==> src/sv/bdg_pkg.sv <==
// ----------------------------------------------------------------------------
// bdg_pkg
// Shared types and constants for the button debounce and gesture decoder.
// ----------------------------------------------------------------------------
package bdg_pkg;

    // register file geometry
    localparam int unsigned CFG_ADDR_W = 4;
    localparam int unsigned CFG_DATA_W = 32;
    localparam int unsigned THR_W      = 16;
    localparam int unsigned TIME_W     = 32;
    localparam int unsigned CNT_W      = 4;

    // register byte addresses
    localparam logic [CFG_ADDR_W-1:0] ADDR_DEBOUNCE  = 4'h0;
    localparam logic [CFG_ADDR_W-1:0] ADDR_MULTI_GAP = 4'h4;
    localparam logic [CFG_ADDR_W-1:0] ADDR_LONG_HOLD = 4'h8;

    // register reset values
    localparam logic [THR_W-1:0] DEBOUNCE_RST  = 16'd20;
    localparam logic [THR_W-1:0] MULTI_GAP_RST = 16'd250;
    localparam logic [THR_W-1:0] LONG_HOLD_RST = 16'd2000;

    // press count saturation
    localparam logic [CNT_W-1:0] CNT_MAX = '1;

    // one input beat
    typedef struct packed {
        logic              raw_level;
        logic [TIME_W-1:0] now_ms;
    } bdg_in_t;

    // one result beat
    typedef struct packed {
        logic             button_level;
        logic             gesture_valid;
        logic [CNT_W-1:0] gesture_presses;
        logic             gesture_long;
    } bdg_out_t;

    // thresholds handed from the register file to the engine
    typedef struct packed {
        logic [THR_W-1:0] deb_thr;
        logic [THR_W-1:0] gap_thr;
        logic [THR_W-1:0] hold_thr;
    } bdg_cfg_t;

endpackage

==> src/sv/bdg_cfg.sv <==
// ----------------------------------------------------------------------------
// bdg_cfg
// APB-style register file holding the three timing thresholds.
// ----------------------------------------------------------------------------
module bdg_cfg
    import bdg_pkg::*;
(
    input  logic                  clk,
    input  logic                  rst_n,
    input  logic                  psel,
    input  logic                  penable,
    input  logic                  pwrite,
    input  logic [CFG_ADDR_W-1:0] paddr,
    input  logic [CFG_DATA_W-1:0] pwdata,
    output logic [CFG_DATA_W-1:0] prdata,
    output logic                  pready,
    output bdg_cfg_t              cfg
);

    bdg_cfg_t cfg_reg;
    logic     wr_en;

    assign pready = 1'b1;
    assign wr_en  = psel && penable && pwrite;
    assign cfg    = cfg_reg;

    // register writes
    always_ff @(posedge clk or negedge rst_n)
    begin
        if (!rst_n)
        begin
            cfg_reg.deb_thr  <= DEBOUNCE_RST;
            cfg_reg.gap_thr  <= MULTI_GAP_RST;
            cfg_reg.hold_thr <= LONG_HOLD_RST;
        end
        else if (wr_en)
        begin
            case (paddr)
                ADDR_DEBOUNCE:  cfg_reg.deb_thr  <= pwdata[THR_W-1:0];
                ADDR_MULTI_GAP: cfg_reg.gap_thr  <= pwdata[THR_W-1:0];
                ADDR_LONG_HOLD: cfg_reg.hold_thr <= pwdata[THR_W-1:0];
                default: ;
            endcase
        end
    end

    // read mux
    always_comb
    begin
        case (paddr)
            ADDR_DEBOUNCE:  prdata = {{(CFG_DATA_W-THR_W){1'b0}}, cfg_reg.deb_thr};
            ADDR_MULTI_GAP: prdata = {{(CFG_DATA_W-THR_W){1'b0}}, cfg_reg.gap_thr};
            ADDR_LONG_HOLD: prdata = {{(CFG_DATA_W-THR_W){1'b0}}, cfg_reg.hold_thr};
            default:        prdata = '0;
        endcase
    end

endmodule

==> src/sv/bdg_engine.sv <==
// ----------------------------------------------------------------------------
// bdg_engine
// Debounce and burst state with the single-pass update for one sample.
// ----------------------------------------------------------------------------
module bdg_engine
    import bdg_pkg::*;
(
    input  logic     clk,
    input  logic     rst_n,
    input  logic     step,
    input  bdg_in_t  smp,
    input  bdg_cfg_t cfg,
    output bdg_out_t res
);

    logic              last_raw_reg,      last_raw_next;
    logic [TIME_W-1:0] change_time_reg,   change_time_next;
    logic              deb_level_reg,     deb_level_next;
    logic [TIME_W-1:0] press_start_reg,   press_start_next;
    logic [CNT_W-1:0]  burst_count_reg,   burst_count_next;
    logic [TIME_W-1:0] release_time_reg,  release_time_next;
    logic              burst_active_reg,  burst_active_next;
    logic              long_fired_reg,    long_fired_next;

    logic              deb_flip;
    logic              went_down;
    logic              went_up;
    logic [CNT_W-1:0]  count_a;
    logic              active_a;
    logic              lf_a;
    logic              long_fire;
    logic              lf_b;
    logic              end_long;
    logic [CNT_W-1:0]  count_b;
    logic              active_b;
    logic              short_fire;

    // debounce
    always_comb
    begin
        last_raw_next    = smp.raw_level;
        change_time_next = (smp.raw_level != last_raw_reg) ? smp.now_ms : change_time_reg;
        deb_flip = (smp.raw_level != deb_level_reg) &&
                   ((smp.now_ms - change_time_next) >= {{(TIME_W-THR_W){1'b0}},
                                                       cfg.deb_thr});
        deb_level_next    = deb_flip ? smp.raw_level : deb_level_reg;
        went_down         = deb_flip && smp.raw_level;
        went_up           = deb_flip && !smp.raw_level;
        press_start_next  = went_down ? smp.now_ms : press_start_reg;
        release_time_next = went_up ? smp.now_ms : release_time_reg;
    end

    // burst collection: press, long hold, release, gap lapse
    always_comb
    begin
        count_a  = burst_count_reg;
        if (went_down && (burst_count_reg != CNT_MAX))
        begin
            count_a = burst_count_reg + 1'b1;
        end
        active_a = burst_active_reg || went_down;
        lf_a     = long_fired_reg && !went_down;

        long_fire = active_a && deb_level_next && !lf_a &&
                    ((smp.now_ms - press_start_next) >= {{(TIME_W-THR_W){1'b0}},
                                                        cfg.hold_thr});
        lf_b      = lf_a || long_fire;

        end_long = went_up && lf_b;
        count_b  = end_long ? '0 : count_a;
        active_b = end_long ? 1'b0 : active_a;

        short_fire = active_b && !deb_level_next && !lf_b &&
                     ((smp.now_ms - release_time_next) >= {{(TIME_W-THR_W){1'b0}},
                                                          cfg.gap_thr});

        burst_count_next  = short_fire ? '0 : count_b;
        burst_active_next = short_fire ? 1'b0 : active_b;
        long_fired_next   = lf_b;

        res.button_level    = deb_level_next;
        res.gesture_valid   = long_fire || short_fire;
        res.gesture_long    = long_fire;
        res.gesture_presses = long_fire  ? count_a :
                              short_fire ? count_b : '0;
    end

    // state registers
    always_ff @(posedge clk or negedge rst_n)
    begin
        if (!rst_n)
        begin
            last_raw_reg     <= 1'b0;
            change_time_reg  <= '0;
            deb_level_reg    <= 1'b0;
            press_start_reg  <= '0;
            burst_count_reg  <= '0;
            release_time_reg <= '0;
            burst_active_reg <= 1'b0;
            long_fired_reg   <= 1'b0;
        end
        else if (step)
        begin
            last_raw_reg     <= last_raw_next;
            change_time_reg  <= change_time_next;
            deb_level_reg    <= deb_level_next;
            press_start_reg  <= press_start_next;
            burst_count_reg  <= burst_count_next;
            release_time_reg <= release_time_next;
            burst_active_reg <= burst_active_next;
            long_fired_reg   <= long_fired_next;
        end
    end

endmodule

==> src/sv/button_debounce_gesture_decoder_core.sv <==
// ----------------------------------------------------------------------------
// button_debounce_gesture_decoder_core
// Debounces timestamped button samples and reports multi-click and
// long-press gestures, one result beat per sample beat.
// ----------------------------------------------------------------------------
//  channel  | handshake            | payload
//  ---------+----------------------+------------------------------------
//  sample   | smp_valid/smp_stall  | smp_data : raw_level, now_ms
//  result   | res_valid/res_stall  | res_data : level and gesture fields
//  config   | APB psel/penable     | paddr, pwdata, prdata, pready
//
//  one beat per cycle sustained while res_stall is low; a sample passes the
//  input register then the result register, with the state update between them
//  reset clears thresholds to 20/250/2000 ms and all burst state to zero
//  a stalled result holds; the input register keeps taking beats while
//  the result register can drain, so smp_stall rises only when both are full
// ----------------------------------------------------------------------------
module button_debounce_gesture_decoder_core
    import bdg_pkg::*;
(
    input  logic                  clk,
    input  logic                  rst_n,
    input  logic                  smp_valid,
    output logic                  smp_stall,
    input  bdg_in_t               smp_data,
    output logic                  res_valid,
    input  logic                  res_stall,
    output bdg_out_t              res_data,
    input  logic                  psel,
    input  logic                  penable,
    input  logic                  pwrite,
    input  logic [CFG_ADDR_W-1:0] paddr,
    input  logic [CFG_DATA_W-1:0] pwdata,
    output logic [CFG_DATA_W-1:0] prdata,
    output logic                  pready
);

    bdg_cfg_t cfg;
    logic     in_valid_reg;
    bdg_in_t  in_data_reg;
    logic     out_valid_reg;
    bdg_out_t out_data_reg;
    bdg_out_t step_res;
    logic     out_free;
    logic     step;

    // pipeline advance
    assign out_free  = !out_valid_reg || !res_stall;
    assign step      = in_valid_reg && out_free;
    assign smp_stall = in_valid_reg && !out_free;
    assign res_valid = out_valid_reg;
    assign res_data  = out_data_reg;

    // register file
    bdg_cfg u_cfg (
        .clk     (clk),
        .rst_n   (rst_n),
        .psel    (psel),
        .penable (penable),
        .pwrite  (pwrite),
        .paddr   (paddr),
        .pwdata  (pwdata),
        .prdata  (prdata),
        .pready  (pready),
        .cfg     (cfg)
    );

    // state update for the registered sample
    bdg_engine u_engine (
        .clk   (clk),
        .rst_n (rst_n),
        .step  (step),
        .smp   (in_data_reg),
        .cfg   (cfg),
        .res   (step_res)
    );

    // input register control
    always_ff @(posedge clk or negedge rst_n)
    begin
        if (!rst_n)
        begin
            in_valid_reg <= 1'b0;
        end
        else if (!smp_stall)
        begin
            in_valid_reg <= smp_valid;
        end
    end

    // input register payload
    always_ff @(posedge clk)
    begin
        if (!smp_stall && smp_valid)
        begin
            in_data_reg <= smp_data;
        end
    end

    // result register control
    always_ff @(posedge clk or negedge rst_n)
    begin
        if (!rst_n)
        begin
            out_valid_reg <= 1'b0;
        end
        else if (out_free)
        begin
            out_valid_reg <= in_valid_reg;
        end
    end

    // result register payload
    always_ff @(posedge clk)
    begin
        if (step)
        begin
            out_data_reg <= step_res;
        end
    end

endmodule

==> config.mk <==
export PLATFORM = sky130hd
export DESIGN_NAME = button_debounce_gesture_decoder_core
export DESIGN_NICKNAME = d
export VERILOG_FILES = /design/src/sv/bdg_pkg.sv /design/src/sv/bdg_cfg.sv /design/src/sv/bdg_engine.sv /design/src/sv/button_debounce_gesture_decoder_core.sv
export SDC_FILE = /design/constraint.sdc
export NUM_CORES = 1
export LEC_CHECK = 0
export BUFFER_PORTS_ARGS = -buffer_cell sky130_fd_sc_hd__buf_2
export CAP_MARGIN = 20
export CORE_ASPECT_RATIO = 1.2
export CORE_MARGIN = 2
export CORE_UTILIZATION = 24
export CTS_CLUSTER_DIAMETER = 150
export DETAILED_ROUTE_END_ITERATION = 10
export GPL_TIMING_DRIVEN = 0
export PLACE_DENSITY = 0.41
export SETUP_SLACK_MARGIN = 0.02
export SYNTH_ARGS = -nofsm -noshare
export SYNTH_HDL_FRONTEND = slang
export SYNTH_SLANG_ARGS = --single-unit
==> constraint.sdc <==
create_clock -name clk -period 17.7 [get_ports clk]
set_input_delay 3.54 -clock clk [delete_from_list [all_inputs] [get_ports clk]]
set_output_delay 3.54 -clock clk [all_outputs]
set_load 0.02 [all_outputs]
==> Word-level counts from Yosys, hierarchy flattened <==
Cells that the tools add are included.
{ "totals": {"reg_bits": 194, "latch_bits": 0, "ram_bits": 0, "mem_bits_ro": 0, "in_bits": 76, "output_inout_bits": 42, "wordCells": 77, "n_memories": 0} }
{ "classes": {"addsub": 4, "mul": 0, "div_mod_pow": 0, "magnitude_cmp": 3, "eq_ne": 5, "n_shift": 0, "muxes": 12, "bitwise_logic": 0, "reduce_logical": 34} }
{ "ops": {"columns": ["op", "n"], "rows": [
  [">= comparator 32 x 16 -> 1 bit", 3],
  ["2-to-1 mux 32 bit", 3],
  ["subtractor 32 bit", 3],
  ["one-hot mux 16 bit (3 select lines)", 1],
  ["2-to-1 mux 4 bit", 5],
  ["logical AND 1 bit", 17],
  ["logical NOT 1 bit", 9],
  ["AND reduction 2 bit", 3],
  ["adder 4 x 1 -> 4 bit, second input constant", 1],
  ["== test 4 x 3 -> 1 bit, second input constant", 1],
  ["== test 4 bit, second input constant", 1],
  ["logical NOT 4 bit", 1],
  ["logical OR 1 bit", 4],
  ["inequality test 4 bit, second input constant", 1],
  ["2-to-1 mux 1 bit", 3],
  ["inequality test 1 bit", 2]
]} }

==> Longest topological paths before layout <==
Gate-level depths: netlist (run 1).
{ "depth": {"ltp_word": 19, "mapped_depth": 56, "mapped_depth_nobuf": 50} }

==> Hierarchy <==
A second synthesis (run 1) with hierarchy kept.
{ "hier_totals": {"cells_unflattened": 1846, "area_unflattened_um2": 16165.5} }
{ "modules_own_cells": {"columns": ["mod", "instances", "cells_per_inst", "area_each_um2", "seq_area_each_um2"], "rows": [
  ["bdg_engine", 1, 1636, 12590.8, 2602.5],
  ["bdg_cfg", 1, 162, 2280.9, 1218.7],
  ["button_debounce_gesture_decoder_core", 1, 48, 1293.7, 1251.2]
]} }

==> Worst setup path before layout (run 1) <==
Ideal clock, no wire load.
{ "synth_path": {"kind": "flip-flop to flip-flop", "start": "register in_data_reg[32] in the netlist's numbering", "end": "register out_data_reg (netlist bit res_data[3]), data pin", "setup_ns": 0.274, "arrival_time_ns": 10.611, "required_time_ns": 17.426, "setup_slack_ns": 6.815, "stages_incl_launch_ff": 51, "n_path_buf": 7, "period_less_slack_ns": 10.885, "cell_sequence": "edfxtp_1 > xor2_1 > buf_4 > buf_2 > buf_1 > clkbuf_1 > mux2i_1 > ha_1 > o2111ai_1 > a2111oi_1 > a21o_1 > nor2_1 > xnor2_1 > ha_1 > o2111ai_1 > a2111oi_0 > a21oi_1 > and2_0 > (+15 left out) > a21boi_0 > o22ai_1 > nor2_1 > a2111oi_0 > a21oi_1 > and2_1 > a41oi_1 > xnor2_1 > ha_1 > a221oi_1 > o221ai_1 > a2111o_1 > a211oi_1 > nand4_1 > nor4_1 > o2111ai_1 > o31ai_4 > nor4_1"} }
{ "synth_rtl": {"columns": ["item", "line", "source"], "rows": [
  ["start, declared", "button_debounce_gesture_decoder_core.sv:40", "bdg_in_t in_data_reg;"],
  ["start signal, assigned", "button_debounce_gesture_decoder_core.sv:96", "in_data_reg <= smp_data;"],
  ["end signal, assigned", "button_debounce_gesture_decoder_core.sv:118", "out_data_reg <= step_res;"],
  ["end, declared", "button_debounce_gesture_decoder_core.sv:42", "bdg_out_t out_data_reg;"]
]} }

==> results of run 1 <==
-- where the power goes --
part	switching [uW]	internal (uW)
combinational	779	489
clock	197	182
sequential	82.2	569
total	1060	1240
-- worst paths after layout --
kind	start	end	slack [ps]	depth (start not counted)
worst max-delay path	in_data_reg[32]$_DFFE_PP_	res_data[3]$_DFFE_PP_	1940	49
worst min-delay path	u_engine.change_time_reg[25]$_DFFE_PN0P_	u_engine.change_time_reg[25]$_DFFE_PN0P_	480	2
worst max register to register	in_data_reg[32]$_DFFE_PP_	res_data[3]$_DFFE_PP_	1940	49
worst min register to register	u_engine.change_time_reg[25]$_DFFE_PN0P_	u_engine.change_time_reg[25]$_DFFE_PN0P_	480	2
max in group asynchronous	rst_n	u_engine.press_start_reg[21]$_DFFE_PN0P_	13790	2
min in group asynchronous	rst_n	u_cfg.cfg[24]$_DFFE_PN0P_	2960	1
-- area by class of cell --
| type | instances | area share (%) |
|---|---|---|
| well taps | 832 | 5.90 |
| flip-flops and latches | 194 | 28.8 |
| clock buffers | 19 | 2.45 |
| clock inverters | 13 | 0.568 |
| plain buffers | 100 | 2.61 |
| repair buffers | 88 | 2.78 |
| inverters | 112 | 2.38 |
| multi-input cells | 1440 | 54.5 |
-- placed cells by master, fill, tap and decap left out, types with 12 or more instances in the layout --
master and instances:
o21ai_0 218, ha_1 129, buf_4 19, a211oi_1 20, clkbuf_1 67, nor2b_1 27
clkbuf_16 17, nand2_1 233, a21o_1 47, a222oi_1 17, o31ai_1 13, conb_1 17
nor2_1 100, dfstp_2 14, xor2_1 30, o21a_1 16, o21bai_1 16, nand3_1 23
mux2_2 14, inv_1 112, nand2b_1 29, buf_2 92, maj3_1 12, a31oi_1 14
dfrtp_1 140, mux2i_1 75, xnor2_1 48, edfxtp_1 40, a21oi_1 131, nand4_1 17
nor3_1 32
-- Yosys cell counts, types with 32 or more instances --
cell / n / area share (%)
nor3_1: 32 / 1.0
nor2_1: 100 / 2.4
edfxtp_1: 40 / 7.8
dfrtp_1: 140 / 23
o21ai_0: 218 / 7.0
mux2i_1: 75 / 4.8
a21oi_1: 131 / 4.2
xnor2_1: 48 / 2.7
clkbuf_1: 65 / 1.6
a21o_1: 47 / 2.3
nand2_1: 233 / 5.6
ha_1: 129 / 10
inv_1: 112 / 2.7
-- cells by family after synthesis --
family | share of synthesized area [%]
buffers and inverters | 5.69
AOI/OAI and AO/OA | 23.7
and+or+nand+nor | 16.0
muxes | 5.86
DFF | 32.7
xor gates and xnor gates | 4.41
other | 0.0485
adders and majority gates | 11.5
-- critical path: cells and delay by family (launching register included) --
kind / cells / cell delay, ps
AND/OR/NAND/NOR: 12 / 3120
multiplexers: 1 / 200
buffers and inverters: 7 / 2880
AO/OA/AOI/OAI: 22 / 6170
XOR/XNOR: 3 / 1110
adder cells (fa/ha/maj): 4 / 1400
flip-flops: 1 / 550
-- through the flow --
stage	hold slack (ps)	worst slack (ps)	std cells	instance area [um2]
floorplan	446	6810	1846	15500
global placement	461	2140	2762	17000
detailed placement	470	2240	2766	17100
CTS	486	2160	2798	17600
global route	505	780	2798	17600
finish	481	1940	2798	17600
-- layer usage --
layer / up-vias / share of wire (%) / global-route usage, %
li1: 6839 / - / -
met1: 6760 / 45 / 21.2
met2: 336 / 50 / 30.1
met3: 47 / 3.6 / 2.43
met4: 0 / 2.0 / 4.88
met5: - / 0 / 0
==> key figures, run 1 <==
Worst setup path
  – Req. time, crit path: 17910 ps
  – CP Launch Type: register
  – Critical path endpoint category: register
  – Worst Path Arrival: 15980 ps
  – Slowest Stage Delay on Critical Path: between 700 and 800 ps
  – Critical-path maximum fanout: 10
  – Max stage delay cell, worst path: buf_1
  – Crit path kind: reg -> reg

Placement
  – I/O Buffers: between 80 and 90
  – GP Congestion: 0.875
  – Detail Placement HPWL: 45.1 mm

Routing
  – DRT antenna net count: 0
  – Post-Route WL: 55.9 mm
  – WL/cell: 20.0 um
  – Pre-antenna DRT Iters: 6
  – Vias: 13982
  – Initial drt markers: between 1000 and 1500
  – Post-route DRC: 0
  – Drt via density: 5.00

Global routing
  – Total gr overflow: 0
  – First-pass GRT wire length: about 85 mm
  – Vias in the first global route: around 14000
  – Antenna violations before repair: 1
  – GRT Total Usage: 16.9%
  – Pin count of the biggest net entering global routing: 95

Timing
  – Crit share post-route: between 80% and 90%
  – Setup Viol. Count Final: 0
  – Final hold vios: 0
  – RSZ-0062 raised after global routing: no
  – Worst-margin pin slew: 977 ps
  – Slew Viols, Final: 0
  – Clock Skew: 25.5 ps
  – Period minus WS final: 15760 ps
  – Rel. slew slack: 34.3%
  – Setup TNS: 0 ps
  – Fmax: approximately 0.063 GHz

Layout
  – Final #Nets: 2160
  – Max reg flops: 48
  – Area of the multi-input gates: 9620 um2
  – Ant. Diodes: 0
  – Register Area: 5070 um2
  – Filler instances: 6924
  – Finished Core Util: 27.5%
  – Area growth, synth to finish: 13.9%
  – Share of cells above drive strength 1: 10.1%

Power and ir drop
  – Worst vdd ir: 87.8 uV
  – Total chip power: ~2300 uW
  – Leak pwr: 0.00780 uW
  – PwrDens: 130 nW/um2

Die
  – Die H: ~280 um
  – I/O Pins: 118
  – Die footprint: 66600 um2
  – Row cnt: just over 100
  – Core ar.: 64200 um2
  – Starting Density: between 20% and 30%
  – Die W: 236 um

Synthesis
  – Synth Warn #: 0
  – Register bit total from synthesis: 194
  – Post-Syn Area: 15500 um2
  – Post-synth cell types: 84
  – Sequential element share of the synthesized area: 32.7%
  – Mapped Cells: 1831
  – Ys flop type: dfrtp_1
  – Ys async rst share: between 70% and 80%
  – Syn Area/Cell: about 8.5 um2
  – Post-synth EDFFs: 40

Worst hold path
  – Hold/Removal Path Class: reg -> reg

Clocking
  – Clock transition at the registers of the reported paths: 70 ps
  – CTS Sinks: 194
  – Num CTS Buffers: 17
  – Clk buf depth: 2
  – # H-tree levels: 4
  – Post-CTS sizing: 0
  – Worst-Skew Late Latency: 500 ps
  – Cts hold-fix bufs: 0
  – Setup Fix Bufs, Post-CTS: 0
  – CTS tree: yes
  – Root buffer cell: clkbuf_16

Status
  – Run status: finished clean

Flow run
  – Max-cap viol count: 0
Note: power is estimated with default switching activity, not from simulation.
==> run 2: changes to the inputs <==
Clock period 17.7 ns to 16.9 ns, I/O delays scaled along.
==> run 2 against run 1 <==
  * Register-to-register slack worse by 640 ps
  * Final cell count about the same
  * Highest routed layer unchanged
  * Sequential power is 4.8% higher
  * Clock skew decreased by 0.70 ps
  * Power grew 4.8%
==> key figures, run 2 (synthesized netlist as in run 1, its figures left out) <==
Timing
  – RSZ-0062 raised after global routing: no
  – Crit share post-route: 92.3% (+3.2 points)
  – Setup Viol. Count Final: 0 (unchanged)
  – Slew Viols, Final: 0 (unchanged)
  – Worst-margin pin slew: 970 ps (-7.73 ps)
  – Setup TNS: 0 ps (unchanged)
  – Final hold vios: 0 (unchanged)
  – Period minus WS final: 15600 ps (-164 ps)
  – Clock Skew: 24.8 ps (-0.695 ps)
  – Hold Slack: 481 ps (-0.00900 ps)
  – Rel. slew slack: 34.8% (+0.52 points)
  – Fmax: 0.0641 GHz (+1.0%)

Routing
  – Pre-antenna DRT Iters: 6 (unchanged)
  – Post-Route WL: 55.8 mm (about the same)
  – Initial drt markers: 1041 (-3.6%)
  – WL/cell: 20.0 um (about the same)
  – Vias: 13964 (-0.13%)
  – DRT antenna net count: 0 (unchanged)
  – Post-route DRC: 0 (unchanged)
  – Drt via density: 4.99 (about the same)

Worst setup path
  – Worst Path Arrival: 15810 ps (-170 ps)
  – Critical-path maximum fanout: 10 (unchanged)
  – Crit path kind: reg -> reg
  – R2R Path Start: in_data_reg[32]$_DFFE_PP_
  – CP Launch Type: register
  – Max stage delay cell, worst path: clkdlybuf4s15_1
  – Slowest Stage Delay on Critical Path: 720 ps (about the same)
  – R2R Path End: res_data[3]$_DFFE_PP_
  – R2R depth: 55 (+12%)
  – CP dominant cell by count: nor2_1
  – Req. time, crit path: 17110 ps (-800 ps)
  – Critical path endpoint category: register
  – R2r setup slk: 1300 ps (-640 ps)

Clocking
  – Clock transition at the registers of the reported paths: 70 ps (about the same)
  – Num CTS Buffers: 17 (unchanged)
  – Setup Fix Bufs, Post-CTS: 0 (unchanged)
  – Clk buf depth: 2 (unchanged)
  – # H-tree levels: 4 (unchanged)
  – Root buffer cell: clkbuf_16
  – CTS tree: yes
  – Cts hold-fix bufs: 0 (unchanged)
  – Post-CTS sizing: 0 (unchanged)
  – CTS Sinks: 194 (unchanged)
  – Worst-Skew Late Latency: 500 ps (about the same)

Placement
  – Detail Placement HPWL: 45.1 mm (unchanged)
  – GP Congestion: 0.875 (unchanged)
  – I/O Buffers: 84 (unchanged)
  – Placed cell area: 17100 um2 (unchanged)

Global routing
  – Vias in the first global route: 13718 (unchanged)
  – Antenna violations before repair: 1 (unchanged)
  – GRT Total Usage: 16.9% (unchanged)
  – Total gr overflow: 0 (unchanged)
  – Pin count of the biggest net entering global routing: 95 (unchanged)
  – First-pass GRT wire length: 85.0 mm (unchanged)

Die
  – Row cnt: 102 (unchanged)
  – Die footprint: 66600 um2 (unchanged)
  – Core ar.: 64200 um2 (unchanged)
  – Starting Density: 24.1% (unchanged)
  – I/O Pins: 118 (unchanged)
  – Die H: 282 um (unchanged)
  – Die W: 236 um (unchanged)

Power and ir drop
  – Leak pwr: 0.00781 uW (about the same)
  – Worst vdd ir: 91.9 uV (+4.7%)
  – PwrDens: 136 nW/um2 (+4.8%)

Layout
  – Ant. Diodes: 0 (unchanged)
  – Most frequent cells in the layout: nand2_1, o21ai_0, dfrtp_1, a21oi_1, ha_1
  – Final #Nets: 2159 (-0.046%)
  – Share of cells above drive strength 1: 10.1% (about the same)
  – Filler instances: 6925 (+0.014%)
  – Most common cell after layout, fill and taps aside: nand2_1
  – Max reg flops: 48 (unchanged)
  – Area growth, synth to finish: 13.9% (about the same)
  – Post-route cell area: 17600 um2 (about the same)

Worst hold path
  – Hold/Removal Path Class: reg -> reg
  – Worst hold path startpoint: u_engine.change_time_reg[25]$_DFFE_PN0P_
  – Number of cells on the worst hold path: 2 (unchanged)
  – Worst Hold End: u_engine.change_time_reg[25]$_DFFE_PN0P_

Status
  – Run status: finished clean

Flow run
  – Max-cap viol count: 0 (unchanged)
## run 2: how the worst max path moves through the flow
| stage | endpoint | slack (ps) | start | cells past startpoint |
|---|---|---|---|---|
| finish | res_data[3]$_DFFE_PP_ | 1300 | in_data_reg[32]$_DFFE_PP_ | 55 |
| global placement | res_data[3]$_DFFE_PP_ | 1340 | in_data_reg[32]$_DFFE_PP_ | 48 |
| CTS | res_data[3]$_DFFE_PP_ | 1360 | in_data_reg[32]$_DFFE_PP_ | 49 |
| detailed placement | res_data[3]$_DFFE_PP_ | 1440 | in_data_reg[32]$_DFFE_PP_ | 49 |
| global route | res_data[2]$_DFFE_PP_ | 180 | in_data_reg[32]$_DFFE_PP_ | 55 |
| floorplan | res_data[3]$_DFFE_PP_ | 6010 | in_data_reg[32]$_DFFE_PP_ | 50 |
## run 2: layout make-up
type	instances	area [um2]	share of cell area, %
buffer	99	463	2.62
clock buffer	19	433	2.45
clock inverter	13	100	0.567
inverter	112	420	2.38
multi-input combinational	1440	9620	54.5
sequential	194	5070	28.8
tap	832	1040	5.90
timing repair buffer	88	490	2.78
## run 2: routing by layer
layer	up-vias	GRT usage (%)	part of all wire (%)	wire, um
li1	6841	-	-	-
met1	6744	21.2	45	25200
met2	332	30.1	49	27600
met3	47	2.43	3.6	1980
met4	0	4.88	2.0	1100
met5	-	0	0	0
## run 2: per-stage QoR
step	util [%]	worst slack, ps	cells	power (uW)
5_1_grt	27.5	180	2797	2620
2_1_floorplan	-	6010	1846	1620
3_3_place_gp	26.5	1340	2762	2000
4_1_cts	27.5	1360	2798	2430
3_5_place_dp	26.6	1440	2766	2010
6_report	27.5	1300	2797	2410
## run 2: power breakdown
part | internal [uW] | total (uW) | switching (uW)
combinational | 512 | 1330 | 817
clock | 191 | 396 | 205
sequential | 596 | 682 | 85.9
total | 1300 | 2410 | 1110
## run 2: worst max-delay path, delay by kind of cell, from the launching register on
| kind | cells | cell delay, ps |
|---|---|---|
| AOI/OAI and AO/OA | 20 | 5250 |
| and+or+nand+nor | 22 | 5000 |
| buffers and inverters | 6 | 2510 |
| adders and majority gates | 4 | 1180 |
| xor gates and xnor gates | 3 | 800 |
| DFF | 1 | 550 |
==> run 3: changes to the inputs <==
Settings changed: SYNTH_HIERARCHICAL from default to 1.
==> run 3 against run 2 <==
  * Wire length grew 3.6%
  * Synthesized cell count grew 0.82%
  * Combinational power grew 12%
  * Flip-flop and latch count is the same
  * Clock power grew 2%
  * Hold slack gained 23 ps
  * Clock skew shrank 7.8 ps
  * Sequential power shrank 2%
  * First-iteration DRC count shrank 24%
  * Power grew 6.4%
  * Sequential share of layout area shrank 1.2 points
  * Largest cell class unchanged
  * Largest power group unchanged
==> key figures, run 3 <==
Synthesis
  – Synth Warn #: 6 (+6)
  – Post-synth top area cell: dfrtp_1
  – Synth Area in Compound Gates: 22.1% (-1.6 points)
  – Synth Area in Adders: 10.9% (-0.60 points)
  – Main combinational cell family by area after synthesis: compound AO/OA/AOI/OAI gates
  – Most common cell in the netlist: a21oi_1
  – Synth top area cells: dfrtp_1, ha_1, edfxtp_1
  – Mux contribution to synthesized area: 9.07% (+3.2 points)
  – Area share of the largest cell type after synthesis: 21.7% (-0.95 points)
  – Syn Area/Cell: 8.76 um2 (+3.5%)
  – Register bit total from synthesis: 194 (unchanged)
  – Post-synth EDFFs: 40 (unchanged)
  – Ys async rst share: 79.4% (unchanged)
  – Commonest cells in the synthesized netlist: a21oi_1, nor2_1, dfrtp_1
  – Post-Syn Area: 16200 um2 (+4.4%)
  – Mapped Cells: 1846 (+0.82%)
  – Post-synth cell types: 101 (+20%)
  – Xor/xnor cell area share of the yosys netlist: 4.16% (-0.25 points)
  – Simple-Gate Fraction of Synth Area: 16.6% (+0.52 points)
  – Ys flop type: dfrtp_1
  – Sequential element share of the synthesized area: 31.4% (-1.4 points)

Global routing
  – First-pass GRT wire length: 87.0 mm (+2.5%)
  – Antenna violations before repair: 1 (unchanged)
  – Total gr overflow: 0 (unchanged)
  – GRT Total Usage: 16.6% (-0.28 points)
  – Vias in the first global route: 14509 (+5.8%)
  – Pin count of the biggest net entering global routing: 99 (+4.2%)

Timing
  – Fmax: 0.0651 GHz (+1.6%)
  – Crit share post-route: 90.9% (-1.4 points)
  – Final hold vios: 0 (unchanged)
  – Hold Slack: 504 ps (+23.2 ps)
  – Worst-margin pin slew: 1060 ps (+90.9 ps)
  – Rel. slew slack: 28.6% (-6.1 points)
  – Slew Viols, Final: 0 (unchanged)
  – Setup TNS: 0 ps (unchanged)
  – Setup Viol. Count Final: 0 (unchanged)
  – RSZ-0062 raised after global routing: no
  – Clock Skew: 17.0 ps (-7.81 ps)
  – Period minus WS final: 15360 ps (-242 ps)

Die
  – Row cnt: 104 (+2.0%)
  – I/O Pins: 118 (unchanged)
  – Starting Density: 24.2% (+0.040 points)
  – Die H: 288 um (+2.1%)
  – Die footprint: 69500 um2 (+4.3%)
  – Die W: 241 um (+2.1%)
  – Core ar.: 66900 um2 (+4.2%)

Clocking
  – Cts hold-fix bufs: 0 (unchanged)
  – CTS Sinks: 194 (unchanged)
  – Worst-Skew Late Latency: 470 ps (-30 ps)
  – CTS tree: yes
  – Clk buf depth: 2 (unchanged)
  – Root buffer cell: clkbuf_16
  – Post-CTS sizing: 0 (unchanged)
  – # H-tree levels: 4 (unchanged)
  – Num CTS Buffers: 17 (unchanged)
  – Clock transition at the registers of the reported paths: 80 ps (about the same)
  – Setup Fix Bufs, Post-CTS: 0 (unchanged)

Worst setup path
  – Crit path kind: reg -> reg
  – Max stage delay cell, worst path: buf_1
  – Critical path endpoint category: register
  – CP dominant cell by count: a21oi_1
  – Worst Path Arrival: 15550 ps (-260 ps)
  – Critical-path maximum fanout: 10 (unchanged)
  – Req. time, crit path: 17100 ps (about the same)
  – CP Launch Type: register
  – Worst path top cell family by delay: compound AO/OA/AOI/OAI gates
  – CP bufs+invs: 5 (-1)
  – Slowest Stage Delay on Critical Path: 790 ps (+70 ps)

Power and ir drop
  – Worst vdd ir: 78.1 uV (-15%)
  – Leak pwr: 0.00797 uW (+2.1%)
  – PwrDens: 139 nW/um2 (+2.0%)
  – Total chip power: 2560 uW (+6.4%)

Flow run
  – Max-cap viol count: 0 (unchanged)

Layout
  – Most frequent cells in the layout: a21oi_1, nor2_1, dfrtp_1, ha_1, inv_1
  – Most common cell after layout, fill and taps aside: a21oi_1
  – Area growth, synth to finish: 13.9% (about the same)
  – Finished Core Util: 27.5% (+0.049 points)
  – Max reg flops: 48 (unchanged)
  – Fin cells: 2882 (+3.0%)
  – Share of cells above drive strength 1: 12.1% (+2.0 points)
  – Final #Nets: 2175 (+0.74%)
  – Ant. Diodes: 0 (unchanged)

Placement
  – Placed cell count: 2850 (+3.0%)
  – GP Congestion: 0.890 (+1.7%)
  – I/O Buffers: 84 (unchanged)
  – Detail Placement HPWL: 46.9 mm (+4.0%)

Routing
  – Post-route DRC: 0 (unchanged)
  – Pre-antenna DRT Iters: 5 (-1)
  – WL/cell: 20.1 um (+0.58%)
  – Drt via density: 4.99 (about the same)
  – Vias: 14381 (+3.0%)
  – Post-Route WL: 57.9 mm (+3.6%)
  – Initial drt markers: 789 (-24%)
  – DRT antenna net count: 0 (unchanged)

Worst hold path
  – Hold/Removal Path Class: reg -> reg

Status
  – Run status: finished clean
## run 3: cell types whose count changed after synthesis, sizes merged, moves of 11 or more
| cell | before | now |
|---|---|---|
| a21oi | 131 | 196 |
| and3 | 6 | 20 |
| inv | 112 | 123 |
| mux2 | 14 | 60 |
| nand2 | 233 | 100 |
| nand3 | 23 | 35 |
| nor2 | 100 | 180 |
| o211ai | 4 | 18 |
| o21ai | 221 | 102 |
## run 3: path summary, 6_finish.rpt
check                      slack, ps  cells after the start                                  endpoint                                      from
hold reg to reg                  500                      2  u_engine/release_time_reg[4]$_DFFE_PN0P_  u_engine/release_time_reg[4]$_DFFE_PN0P_
setup / recovery                1540                     52                     res_data[3]$_DFFE_PP_                 in_data_reg[32]$_DFFE_PP_
max in group asynchronous      13150                      2   u_engine/burst_count_reg[1]$_DFFE_PN0P_                                     rst_n
min in group asynchronous       2840                      1                  u_cfg/cfg[2]$_DFFE_PN0P_                                     rst_n
hold / removal                   500                      2  u_engine/release_time_reg[4]$_DFFE_PN0P_  u_engine/release_time_reg[4]$_DFFE_PN0P_
setup reg to reg                1540                     52                     res_data[3]$_DFFE_PP_                 in_data_reg[32]$_DFFE_PP_
## run 3: kinds of logic after synthesis
logic type	after synthesis
compound gates	549
simple gates	526
buf+inv	220
flops	194
fa+ha+maj	141
mux	139
xor+xnor	75
other cells	2
## run 3: where the power goes
part	leakage [uW]	switching (uW)	total, uW	internal (uW)
sequential	0.00216	80.5	667	586
combinational	0.00553	902	1490	587
clock	0.000276	207	405	198
## run 3: worst reg2reg max path, delay by kind of cell, from the launching register on
family	cells	cell delay [ps]
DFF	1	630
AOI/OAI and AO/OA	22	4990
and+or+nand+nor	17	4320
xor gates and xnor gates	3	910
adders and majority gates	5	1450
buffers and inverters	5	2790
## run 3: final cells by class
class / count / area (um2)
clock buffers: 19 / 443
multi-input cells: 1447 / 10200
flip-flops and latches: 194 / 5070
clock inverters: 13 / 118
well taps: 901 / 1130
repair buffers: 88 / 500
fillers: 7297 / 48500
plain buffers: 97 / 478
inverters: 123 / 462
## run 3: stage by stage
step                      area (um2)  setup slack (ps)
after floorplan                16200              5700
after global placement         17800              1630
after detailed placement       17900              1540
after CTS                      18400              1460
after global routing           18400               630
final                          18400              1540
## run 3: metal layers
| layer | vias to the layer above | global-route usage (%) | wire length (um) | part of all wire [%] |
|---|---|---|---|---|
| li1 | 6970 | - | - | - |
| met1 | 7061 | 19.7 | 24500 | 42 |
| met2 | 278 | 30.7 | 30000 | 52 |
| met3 | 70 | 1.49 | 1460 | 2.5 |
| met4 | 2 | 6.48 | 1890 | 3.3 |
| met5 | - | 0 | 13 | 0.022 |
